`src/dtt_pkg.sv`:
```
// ----------------------------------------------------------------------------
// dtt_pkg: shared definitions for the dirty tile tracker
// Screen and tile geometry, index widths, opcodes and the command record
// passed from the front end to the back end through the command queue.
// ----------------------------------------------------------------------------
package dtt_pkg;

  // Screen geometry in pixels
  localparam int SCREEN_WIDTH  = 480;
  localparam int SCREEN_HEIGHT = 320;
  localparam int TILE_SIZE     = 32;

  // Tile grid, rounded up to cover partial tiles at the edges
  localparam int TILE_COLUMNS = (SCREEN_WIDTH + TILE_SIZE - 1) / TILE_SIZE;
  localparam int TILE_ROWS    = (SCREEN_HEIGHT + TILE_SIZE - 1) / TILE_SIZE;
  localparam int TILE_COUNT   = TILE_COLUMNS * TILE_ROWS;

  // Index widths
  localparam int COL_W  = (TILE_COLUMNS > 1) ? $clog2(TILE_COLUMNS) : 1;
  localparam int ROW_W  = (TILE_ROWS > 1) ? $clog2(TILE_ROWS) : 1;
  localparam int TNUM_W = $clog2(TILE_COUNT) + 8;

  // Signed working width for rectangle arithmetic (16-bit fields plus sum)
  localparam int COORD_W = 18;

  // Command queue depth
  localparam int CMD_DEPTH = 4;
  localparam int CMD_PTR_W = (CMD_DEPTH > 1) ? $clog2(CMD_DEPTH) : 1;
  localparam int CMD_CNT_W = $clog2(CMD_DEPTH + 1);

  typedef enum logic [1:0] {
    OP_CLEAR    = 2'd0,
    OP_MARK_ALL = 2'd1,
    OP_INVAL    = 2'd2,
    OP_POP      = 2'd3
  } op_t;

  typedef logic [TILE_COLUMNS-1:0] row_bits_t;

  // Classified command: tile row and column span for an invalidate
  typedef struct packed {
    op_t              op;
    logic [ROW_W-1:0] r0;
    logic [ROW_W-1:0] r1;
    logic [COL_W-1:0] c0;
    logic [COL_W-1:0] c1;
  } cmd_t;

endpackage

```
`src/dtt_front.sv`:
```
// ----------------------------------------------------------------------------
// dtt_front: input classification and rectangle clipping
// Accepts a transaction, drops rectangles that mark nothing, clips the rest
// to the screen and converts them to tile row and column spans.
// ----------------------------------------------------------------------------
module dtt_front
  import dtt_pkg::*;
(
  input  logic               push,
  input  logic [1:0]         opcode,
  input  logic signed [15:0] rect_x,
  input  logic signed [15:0] rect_y,
  input  logic signed [15:0] rect_width,
  input  logic signed [15:0] rect_height,
  input  logic               q_full,
  output logic               q_push,
  output cmd_t               cmd
);

  localparam logic signed [COORD_W-1:0] SW_S   = COORD_W'(SCREEN_WIDTH);
  localparam logic signed [COORD_W-1:0] SH_S   = COORD_W'(SCREEN_HEIGHT);
  localparam logic signed [COORD_W-1:0] ZERO_S = '0;
  localparam logic signed [COORD_W-1:0] ONE_S  = COORD_W'(1);

  logic signed [COORD_W-1:0] x_s, y_s, w_s, h_s;
  logic signed [COORD_W-1:0] right_s, bottom_s;
  logic signed [COORD_W-1:0] left_c, top_c, right_c, bottom_c;
  logic [COORD_W-1:0]        left_u, top_u, right_m1, bottom_m1;
  logic                      rect_none;
  logic                      accept;

  // Sign-extend the rectangle fields
  assign x_s = $signed({{(COORD_W-16){rect_x[15]}}, rect_x});
  assign y_s = $signed({{(COORD_W-16){rect_y[15]}}, rect_y});
  assign w_s = $signed({{(COORD_W-16){rect_width[15]}}, rect_width});
  assign h_s = $signed({{(COORD_W-16){rect_height[15]}}, rect_height});

  assign right_s  = x_s + w_s;
  assign bottom_s = y_s + h_s;

  // Empty or fully off-screen rectangles mark nothing
  assign rect_none = (w_s <= ZERO_S) || (h_s <= ZERO_S) ||
                     (x_s >= SW_S) || (y_s >= SH_S) ||
                     (right_s <= ZERO_S) || (bottom_s <= ZERO_S);

  // Clip to the screen
  always_comb begin
    left_c   = (x_s < ZERO_S) ? ZERO_S : x_s;
    top_c    = (y_s < ZERO_S) ? ZERO_S : y_s;
    right_c  = (right_s > SW_S) ? SW_S : right_s;
    bottom_c = (bottom_s > SH_S) ? SH_S : bottom_s;
  end

  assign left_u    = $unsigned(left_c);
  assign top_u     = $unsigned(top_c);
  assign right_m1  = $unsigned(right_c - ONE_S);
  assign bottom_m1 = $unsigned(bottom_c - ONE_S);

  // Build the command record
  always_comb begin
    cmd.op = op_t'(opcode);
    cmd.c0 = COL_W'(left_u / TILE_SIZE);
    cmd.c1 = COL_W'(right_m1 / TILE_SIZE);
    cmd.r0 = ROW_W'(top_u / TILE_SIZE);
    cmd.r1 = ROW_W'(bottom_m1 / TILE_SIZE);
  end

  // Forward every accepted transaction except rectangles that mark nothing
  assign accept = push && !q_full;
  assign q_push = accept && !((op_t'(opcode) == OP_INVAL) && rect_none);

endmodule

```
`src/dtt_cmd_queue.sv`:
```
// ----------------------------------------------------------------------------
// dtt_cmd_queue: command queue between front end and back end
// Small register-based FIFO of classified commands so that each side can
// stall on its own.
// ----------------------------------------------------------------------------
module dtt_cmd_queue
  import dtt_pkg::*;
(
  input  logic clk,
  input  logic rst,
  input  logic push,
  input  cmd_t din,
  input  logic pop,
  output cmd_t dout,
  output logic full,
  output logic empty
);

  cmd_t                 entries [CMD_DEPTH];
  logic [CMD_PTR_W-1:0] wr_ptr, rd_ptr;
  logic [CMD_CNT_W-1:0] count;
  logic                 do_push, do_pop;

  assign full    = (count == CMD_CNT_W'(CMD_DEPTH));
  assign empty   = (count == '0);
  assign do_push = push && !full;
  assign do_pop  = pop && !empty;
  assign dout    = entries[rd_ptr];

  // Store incoming commands
  always_ff @(posedge clk) begin
    if (do_push) begin
      entries[wr_ptr] <= din;
    end
  end

  // Advance pointers and occupancy
  always_ff @(posedge clk) begin
    if (rst) begin
      wr_ptr <= '0;
      rd_ptr <= '0;
      count  <= '0;
    end else begin
      if (do_push) begin
        wr_ptr <= (wr_ptr == CMD_PTR_W'(CMD_DEPTH - 1)) ? '0 : wr_ptr + 1'b1;
      end
      if (do_pop) begin
        rd_ptr <= (rd_ptr == CMD_PTR_W'(CMD_DEPTH - 1)) ? '0 : rd_ptr + 1'b1;
      end
      if (do_push && !do_pop) begin
        count <= count + 1'b1;
      end else if (do_pop && !do_push) begin
        count <= count - 1'b1;
      end
    end
  end

endmodule

```
`src/dtt_back.sv`:
```
// ----------------------------------------------------------------------------
// dtt_back: dirty bitmap and command sequencer
// Holds one dirty bit per tile as row words. Clear/mark all act at once, the
// rest one row word per cycle; a pop waits for a free output result register.
// ----------------------------------------------------------------------------
module dtt_back
  import dtt_pkg::*;
(
  input  logic       clk,
  input  logic       rst,
  input  logic       cmd_empty,
  input  cmd_t       cmd,
  output logic       cmd_take,
  input  logic       pop,
  output logic       empty,
  output logic [7:0] tile_number,
  output logic       found
);

  typedef enum logic [1:0] {
    S_IDLE,
    S_MARK,
    S_SCAN
  } state_t;

  state_t            state;
  row_bits_t         rows [TILE_ROWS];
  logic [ROW_W-1:0]  row;
  logic [ROW_W-1:0]  mark_r1;
  row_bits_t         mark_mask;
  logic              out_valid;
  logic [7:0]        out_tile;
  logic              out_found;

  row_bits_t         cur;
  row_bits_t         cmd_mask;
  logic              cur_nz;
  logic              scan_end;
  logic              out_free;
  logic              out_load;
  logic [COL_W-1:0]  low_col;
  logic [TNUM_W-1:0] tile_full;
  logic              any_dirty;

  // Index of the lowest set bit of a row word
  function automatic logic [COL_W-1:0] lowest_set(row_bits_t v);
    logic [COL_W-1:0] idx;
    idx = '0;
    for (int i = TILE_COLUMNS - 1; i >= 0; i--) begin
      if (v[i]) begin
        idx = COL_W'(i);
      end
    end
    return idx;
  endfunction

  // Column mask of an invalidate command
  always_comb begin
    for (int c = 0; c < TILE_COLUMNS; c++) begin
      cmd_mask[c] = (COL_W'(c) >= cmd.c0) && (COL_W'(c) <= cmd.c1);
    end
  end

  // Current row word and pop lookup
  assign cur       = rows[row];
  assign cur_nz    = |cur;
  assign low_col   = lowest_set(cur);
  assign tile_full = TNUM_W'(row) * TNUM_W'(TILE_COLUMNS) + TNUM_W'(low_col);
  assign scan_end  = (row == ROW_W'(TILE_ROWS - 1));
  assign out_free  = !out_valid || pop;
  assign out_load  = (state == S_SCAN) && out_free && (cur_nz || scan_end);
  assign cmd_take  = (state == S_IDLE) && !cmd_empty;

  always_comb begin
    any_dirty = 1'b0;
    for (int r = 0; r < TILE_ROWS; r++) begin
      any_dirty = any_dirty | (|rows[r]);
    end
  end

  // Sequencer, bitmap and result register
  always_ff @(posedge clk) begin
    if (rst) begin
      state     <= S_IDLE;
      row       <= '0;
      out_valid <= 1'b0;
      for (int r = 0; r < TILE_ROWS; r++) begin
        rows[r] <= '0;
      end
    end else begin
      // Hold the result until it is taken, reload it as a scan ends
      if (out_load) begin
        out_valid <= 1'b1;
      end else if (pop) begin
        out_valid <= 1'b0;
      end
      case (state)
        S_IDLE: begin
          if (!cmd_empty) begin
            case (cmd.op)
              OP_CLEAR: begin
                for (int r = 0; r < TILE_ROWS; r++) begin
                  rows[r] <= '0;
                end
              end
              OP_MARK_ALL: begin
                for (int r = 0; r < TILE_ROWS; r++) begin
                  rows[r] <= '1;
                end
              end
              OP_INVAL: begin
                row       <= cmd.r0;
                mark_r1   <= cmd.r1;
                mark_mask <= cmd_mask;
                state     <= S_MARK;
              end
              OP_POP: begin
                row   <= '0;
                state <= S_SCAN;
              end
              default: begin
              end
            endcase
          end
        end
        S_MARK: begin
          rows[row] <= cur | mark_mask;
          if (row == mark_r1) begin
            state <= S_IDLE;
          end else begin
            row <= row + 1'b1;
          end
        end
        S_SCAN: begin
          if (cur_nz) begin
            // Drop the lowest dirty bit and report it
            if (out_free) begin
              rows[row] <= cur & (cur - 1'b1);
              out_tile  <= tile_full[7:0];
              out_found <= 1'b1;
              state     <= S_IDLE;
            end
          end else if (scan_end) begin
            if (out_free) begin
              out_tile  <= '0;
              out_found <= 1'b0;
              state     <= S_IDLE;
            end
          end else begin
            row <= row + 1'b1;
          end
        end
        default: begin
          state <= S_IDLE;
        end
      endcase
    end
  end

  assign empty       = !out_valid;
  assign tile_number = out_tile;
  assign found       = out_found;

  // Row walk of an invalidate never passes its last row
  assert property (@(posedge clk) disable iff (rst)
    (state == S_MARK) |-> (row <= mark_r1))
    else $error("invalidate row walk passed its last row");

  // A new result only comes out of a scan
  assert property (@(posedge clk) disable iff (rst)
    $rose(out_valid) |-> ($past(state) == S_SCAN))
    else $error("result appeared without a scan");

  // Clear all leaves no dirty tile
  assert property (@(posedge clk) disable iff (rst)
    (state == S_IDLE && !cmd_empty && cmd.op == OP_CLEAR) |=> !any_dirty)
    else $error("dirty tile left after clear all");

endmodule

```
`src/dirty_tile_tracker_top.sv`:
```
// Back end: clear all and mark all update the whole bitmap at once, an invalidate
// writes one row word per cycle over the tile rows it spans, and a pop scans one row
// word per cycle until it finds a dirty tile or reaches the last row of the 15 x 10 tiles;
// a pop then waits for a free result register. A new command is taken only while idle.
// Reset (synchronous, active high) clears the bitmap and command queue and empties the result register.
// ----------------------------------------------------------------------------
// dirty_tile_tracker_top: dirty tile bitmap tracker
// Front end classifies and clips transactions, a command queue decouples it
// from the back end, which updates the bitmap and returns popped tiles.
// ----------------------------------------------------------------------------
module dirty_tile_tracker_top
  import dtt_pkg::*;
(
  input  logic               clk,
  input  logic               rst,
  input  logic               push,
  output logic               full,
  input  logic [1:0]         opcode,
  input  logic signed [15:0] rect_x,
  input  logic signed [15:0] rect_y,
  input  logic signed [15:0] rect_width,
  input  logic signed [15:0] rect_height,
  output logic               empty,
  input  logic               pop,
  output logic [7:0]         tile_number,
  output logic               found
);

  logic q_push;
  logic q_empty;
  logic q_take;
  cmd_t front_cmd;
  cmd_t back_cmd;

  // Classify and clip
  dtt_front u_front (
    .push        (push),
    .opcode      (opcode),
    .rect_x      (rect_x),
    .rect_y      (rect_y),
    .rect_width  (rect_width),
    .rect_height (rect_height),
    .q_full      (full),
    .q_push      (q_push),
    .cmd         (front_cmd)
  );

  // Decouple front and back
  dtt_cmd_queue u_queue (
    .clk   (clk),
    .rst   (rst),
    .push  (q_push),
    .din   (front_cmd),
    .pop   (q_take),
    .dout  (back_cmd),
    .full  (full),
    .empty (q_empty)
  );

  // Execute commands on the bitmap
  dtt_back u_back (
    .clk         (clk),
    .rst         (rst),
    .cmd_empty   (q_empty),
    .cmd         (back_cmd),
    .cmd_take    (q_take),
    .pop         (pop),
    .empty       (empty),
    .tile_number (tile_number),
    .found       (found)
  );

endmodule

```
`config.mk`:
```
export PLATFORM = sky130hd
export DESIGN_NAME = dirty_tile_tracker_top
export DESIGN_NICKNAME = d
export VERILOG_FILES = /design/src/dtt_pkg.sv /design/src/dtt_front.sv /design/src/dtt_cmd_queue.sv /design/src/dtt_back.sv /design/src/dirty_tile_tracker_top.sv
export SDC_FILE = /design/constraint.sdc
export NUM_CORES = 1
export LEC_CHECK = 0
export BUFFER_PORTS_ARGS = -buffer_cell sky130_fd_sc_hd__clkbuf_2
export CAP_MARGIN = 20
export CORE_ASPECT_RATIO = 2
export CORE_MARGIN = 10
export CORE_UTILIZATION = 45
export CTS_CLUSTER_DIAMETER = 120
export DETAILED_ROUTE_END_ITERATION = 7
export REMOVE_ABC_BUFFERS = 1
export SLEW_MARGIN = 40
export SYNTH_ARGS = -nofsm -noshare
export SYNTH_HDL_FRONTEND = slang
export SYNTH_SLANG_ARGS = --single-unit
export TNS_END_PERCENT = 20
```
`constraint.sdc`:
```
create_clock -name clk -period 5.2 [get_ports clk]
set_input_delay 1.04 -clock clk [delete_from_list [all_inputs] [get_ports clk]]
set_output_delay 1.04 -clock clk [all_outputs]
set_load 0.02 [all_outputs]
```
* Word-level counts from Yosys, hierarchy flattened *
Memories as Yosys holds them, arrays and structs flattened. A register that Yosys moved wholly into a read port is not among the register bits.
Cells that the tools add are included.

storage, ports and cells
  register bits after elaboration = 42
  latch bits = 0
  RAM bits = 222
  memory bits (read-only) = 0
  bits of input ports = 70
  output and inout bits = 11
  word-level logic and storage cells = 256
  memories kept = 2

cells by class
  add/subtract/negate cells = 11
  multiply operators = 1
  div/mod/pow operators = 0
  magnitude comparators = 40
  equal/unequal tests = 20
  shift operators = 0
  multiplexer cells = 96
  bitwise operators = 25
  reductions and logical operators = 51

memories
  name             words  bits a word  read ports  clocked after Yosys merged registers in  write ports  line                 text
  u_back.rows      10     15           1           1                                        10           dtt_back.sv:27       row_bits_t rows [TILE_ROWS];
  u_queue.entries  4      18           1           1                                        1            dtt_cmd_queue.sv:19  cmd_t entries [CMD_DEPTH];

operators with widths
  operator                 count
  $mux W15                 22
  $mux W4                  22
  $mux W9                  4
  $add A16 B16 Y17         2
  $gt A17 B10 Y1 const B   2
  $le A17 B1 Y1 const B    2
  $ge A16 B10 Y1 const B   2
  $le A16 B1 Y1 const B    2
  $lt A16 B1 Y1 const B    2
  $mux W8                  4
  $reduce_or A15 Y1        2
  $mux W1                  29
  $ge A4 B4 Y1 const A     7
  $le A4 B4 Y1 const A     7
  $logic_and A1 B1 Y1      25
  $or A1 B1 Y1             21
  $mux W2                  9
  $sub A9 B2 Y9 const B    2
  $ge A3 B4 Y1 const A     4
  $le A3 B4 Y1 const A     4
  $and A15 B15 Y15         1
  $or A15 B15 Y15          1
  $sub A15 B1 Y15 const B  1
  $eq A2 B2 Y1 const B     6
  33 further kinds         61

* Logic depth before layout (Yosys ltp) *
  depth after elaboration = 18
  mapped depth = 21
  gate-level depth less buffers = 18

* By module *
A second synthesis with hierarchy kept.

second synthesis, totals
  cell total of the unflattened synthesis = 1365
  area total of the unflattened synthesis = 18544.0 um^2

modules (own cells, without submodules)
  module         times used  cells each  area an instance (um^2)  seq. area each (um^2)
  dtt_back       1           933         13381.6                  8267.9
  dtt_cmd_queue  1           144         3099.2                   2342.2
  dtt_front      1           288         2063.2                   0.0

* Least setup slack after synthesis *
Ideal clock, no wire load.

  path kind = in2reg
  start point = in rect_x[0]
  end point = reg u_queue.count[2]
  library setup time = 0.071 ns
  arrival time = 4.815 ns
  data required time = 5.129 ns
  path slack = 0.315 ns
  stages = 16
  path buffers = 0
  cells stage by stage = ha_1 fa_1 nand4b_1 a2111o_1 a2111oi_0 nand3b_1 nor2_1 a41oi_1 a21oi_1 inv_1 ha_1 inv_1 fa_1 xor2_1 or3_1 a21oi_1

on the way
  word-level cells in the longest chain between the ends = 12
  elaborated cells on any way between the ends = 16
  those cells by class = add/sub (1); order compare (2); mux (1); reduce/logical (12)

ends and longest elaborated chain
  what                                                                      line                          text
  from (decl)                                                               dirty_tile_tracker_top.sv:19  input logic signed [15:0] rect_x,
  parallel branches: the longest is 3 deep, another holds $add A16 B16 Y17  n/a
  $logic_or A1 B1 Y1 (*)                                                    dtt_front.sv:43               (x_s >= SW_S) || (y_s >= SH_S) ||
  $logic_or A1 B1 Y1 (*)                                                    dtt_front.sv:44               (right_s <= ZERO_S) || (bottom_s <= ZERO_S);
  $logic_and A1 B1 Y1 (*)                                                   dtt_front.sv:70               assign q_push = accept && !((op_t'(opcode) == OP_INVAL) && rect_none);
  $logic_not A1 Y1 (*)                                                      dtt_front.sv:70
  $logic_and A1 B1 Y1 (*)                                                   dtt_front.sv:70
  $logic_and A1 B1 Y1 (*)                                                   dtt_cmd_queue.sv:26           assign do_push = push && !full;
  via u_queue.do_push                                                       dtt_cmd_queue.sv:22           logic do_push, do_pop;
  $logic_not A1 Y1                                                          dtt_cmd_queue.sv:52           end else if (do_pop && !do_push) begin
  $logic_and A1 B1 Y1                                                       dtt_cmd_queue.sv:52
  $reduce_bool A2 Y1 (no line)                                              n/a
  to (signal assigned)                                                      dtt_cmd_queue.sv:51           count <= count + 1'b1;
  to (signal assigned)                                                      dtt_cmd_queue.sv:53           count <= count - 1'b1;
  to (decl)                                                                 dtt_cmd_queue.sv:21           logic [CMD_CNT_W-1:0] count;

Mark *: on every way through the listed nets, which the timed path passes.
A chain may end at the register's enable or synchronous reset.

==> impl_summary.log <==
INFO  metric outcome = finished, final reports clean
INFO  metric vias_per_cell = 6.093
INFO  metric finish.net_count = 1,625
INFO  metric h-tree-depth = 1
INFO  metric tritoncts = yes
INFO  metric number_of_global_route_vias_before_repair = 13,480
INFO  metric power.static_leakage = 8.203 nW
INFO  metric ios = 81
INFO  metric cts_sinks = 360
INFO  metric synthDominantCellAreaShare = 54.14%
INFO  metric synthesis.instances = 1,369
INFO  metric fin_crit_sh = 92.48%
INFO  metric achievable-frequency = 207.9 MHz
INFO  metric count_of_antenna_diodes_in_the_layout = 0
INFO  metric timing.slew.headroom = 41.47%
INFO  metric detail_route.first_pass.iterations = 7
INFO  metric mostFrequentLayoutCell = sky130_fd_sc_hd__edfxtp_1
INFO  metric drive_gt1_share = 23.22%
INFO  metric drt-total-wl = 50.39 mm
INFO  metric drt-initial-drc-count = 723
INFO  metric worst_hold_slack = 0.4842 ns
INFO  metric synth-seq-area-share = 56.26%
INFO  metric avgRoutedWirePerCell = 24.67 um
INFO  metric critical_path.slowest_cell = sky130_fd_sc_hd__dfxtp_4
INFO  metric min_period = 4.809 ns
INFO  metric critical-path-max-stage-delay = 0.62 ns
INFO  metric placedCellCount = 1,987
INFO  metric stdcell_count = 2,043
INFO  metric post-route-drc-count = 0
INFO  metric critPathArrivalTime = 5.15 ns
INFO  metric hold_viol_final = 0
INFO  metric synthArstFlopShare = 0%
INFO  metric setup_violations = 0
INFO  metric area_growth = 12.81%
INFO  metric start_util = 45.29%
INFO  metric antenna_found_initial = 0
INFO  metric worstPathCellList = buf_4 > mux4_2 > o22ai_1 > nor2_1 > a21oi_1 > o21ai_0 > a21boi_0 > o21ai_0 > nand2_1 > a31oi_1 > ha_1 > ha_1 > fa_1 > a21o_1 > a21o_1 > a21o_1 > a21oi_1 > xnor2_1 > nor2_1
INFO  metric ys.warnings.count = 0
INFO  metric largest_net_degree_at_the_start_of_global_routing = 61
INFO  metric insertion_delay = 0.59 ns
INFO  metric buffer_ports.inserted = 80
INFO  metric dp_hpwl = 38.69 mm
INFO  metric finClkSkew = 0.01986 ns
INFO  metric most_frequent_cells_in_the_layout = 340 x sky130_fd_sc_hd__edfxtp_1, 82 x sky130_fd_sc_hd__o21ai_0, 80 x sky130_fd_sc_hd__clkbuf_2
INFO  metric syn-mean-instance-area = 13.78 um^2
INFO  metric dominantRegCellSynth = sky130_fd_sc_hd__edfxtp_1
INFO  metric timing.critical_path.to_type = register
INFO  metric clock_path_buffers = 3
INFO  metric die_area = 50,990 um^2
INFO  metric multi_input_gate_area = 7620 um^2
INFO  metric hold_buffers = 0
INFO  metric critPathMaxFanout = 17
INFO  metric pwr_density_cell = 527.5 nW/um^2
INFO  metric finalSetupTns = 0 ns
INFO  metric sequential_cell_area = 10,620 um^2
INFO  metric fill_cells = 3,640
INFO  metric synth_largest_area_cell = sky130_fd_sc_hd__edfxtp_1
INFO  metric cts_resized = 0
INFO  metric synthesis.area = 18,860 um^2
INFO  metric rsz0062_at_grt = no
INFO  metric worstSetupStartpointType = register
INFO  metric worst_path_most_repeated_cell = sky130_fd_sc_hd__a21o_1
INFO  metric fp.coreArea = 41,640 um^2
INFO  metric grt_overflow_total = 0
INFO  metric detailroute.via_count = 12,448
INFO  metric root_buffer = sky130_fd_sc_hd__clkbuf_16
INFO  metric yosys-top-cells-area = sky130_fd_sc_hd__edfxtp_1 54%, sky130_fd_sc_hd__mux4_2 9.4%, sky130_fd_sc_hd__ha_1 4.4%
INFO  metric cts.reportedPaths.clkPinSlew = 0.07 ns
INFO  metric yosys.cell_types.count = 75
INFO  metric criticalPathCategory = register to register
INFO  metric std_cell_rows = 106
INFO  metric cts-buffers-inserted = 30
INFO  metric synth_enable_flop_cells = 340
INFO  metric grt_first_pass_wirelength = 77.78 mm
INFO  metric ant_nets = 0
INFO  metric cts_setup_buffers = 0
INFO  metric power.ir.vdd_worst = 0.2881 mV
INFO  metric hold_path.class = register to register
INFO  metric max_cap_violations = 0
INFO  metric post_synthesis_register_bit_count = 360
INFO  metric track_usage = 20.02%
INFO  metric timing_worst_slew_pin_value = 0.8759 ns
INFO  metric critical_path_required = 5.54 ns
INFO  metric routabilityCongestion = 0.8973
INFO  metric report.final.slew_viol_count = 0
INFO  metric die-height = 309.5 um
INFO  metric die_width = 164.8 um
[path summary, 6_finish.rpt]
check                    start               endpoint  slack, ns  depth (start not counted)
max                   register  u_back.tile_number[7]       0.39                         19
min          u_queue.rd_ptr[1]      u_queue.rd_ptr[1]       0.48                          2
max reg2reg           register  u_back.tile_number[7]       0.39                         19
min reg2reg  u_queue.rd_ptr[1]      u_queue.rd_ptr[1]       0.48                          2
[sequential cells by signal (all words and copies together), names as in the netlist, 3 cells and up, named ones only]
register	cells
u_back.mark_r1	4
u_back.mark_mask	15
u_queue.count	3
u_back.tile_number	8
u_queue.entries	72
u_back.rows	240
u_back.row	4
[kinds of logic (layout without fill, tap and decap cells)]
family	after synthesis	in the layout	share of synthesized area (%)
xor+xnor	35	35	1.625
buf+inv	133	267	3.423
fa+ha+maj	76	76	5.440
compound gates	366	366	14.29
mux	100	100	10.58
simple gates	299	299	8.386
flops	360	360	56.26
[power by group]
group | switching (mW) | internal (mW) | leakage [nW]
Sequential | 0.262 | 4.16 | 3.47
Clock | 1.07 | 1.39 | 0.529
Combinational | 2.70 | 1.65 | 4.21
Total | 4.03 | 7.20 | 8.20
[synthesized netlist by cell type (all sizes together), types with 28 or more instances]
master    n
a21oi    56
a41o     45
buf      51
clkbuf   36
edfxtp  340
ha       66
inv      46
mux4     79
nand2    70
nand3    28
nor2     57
o21ai    85
o31ai    31
[critical path, delay by kind of cell, from the launching register on]
family	cells	cell delay (ns)
buffers and inverters	1	0.31
xor gates and xnor gates	1	0.13
DFF	1	0.62
adders and majority gates	3	0.90
AOI/OAI and AO/OA	10	1.77
muxes	1	0.52
and+or+nand+nor	3	0.29
[final cells by class]
type                            instances  area share, %
Sequential cell                       360          49.90
Multi-Input combinational cell        876          35.82
Timing Repair Buffer                  165          5.234
Clock buffer                           33          3.629
Tap cell                              540          3.176
Clock inverter                         23          1.435
Inverter                               46         0.8116
[metrics by stage]
stage / power, mW / utilization [%] / area (um^2) / worst slack (ns)
finish: 11.22 / 51.09 / 21280 / 0.3910
global route: 11.81 / 51.09 / 21280 / 0.06745
detailed placement: 8.806 / 48.49 / 20200 / 0.07711
CTS: 11.27 / 51.08 / 21270 / 0.3525
floorplan: 7.130 / - / 18390 / -1.568
global placement: 8.727 / 48.48 / 20190 / 0.1960
[routing by layer]
layer / track usage (%) / wire length, um / share of wire [%] / vias up
li1: - / - / - / 5699
met1: 18.01 / 15590 / 31 / 6267
met2: 41.32 / 30630 / 61 / 356
met3: 2.230 / 1712 / 3.4 / 126
met4: 9.884 / 2455 / 4.9 / 0
met5: 0 / 0 / 0 / -
Note: power is estimated with default switching activity, not from simulation.
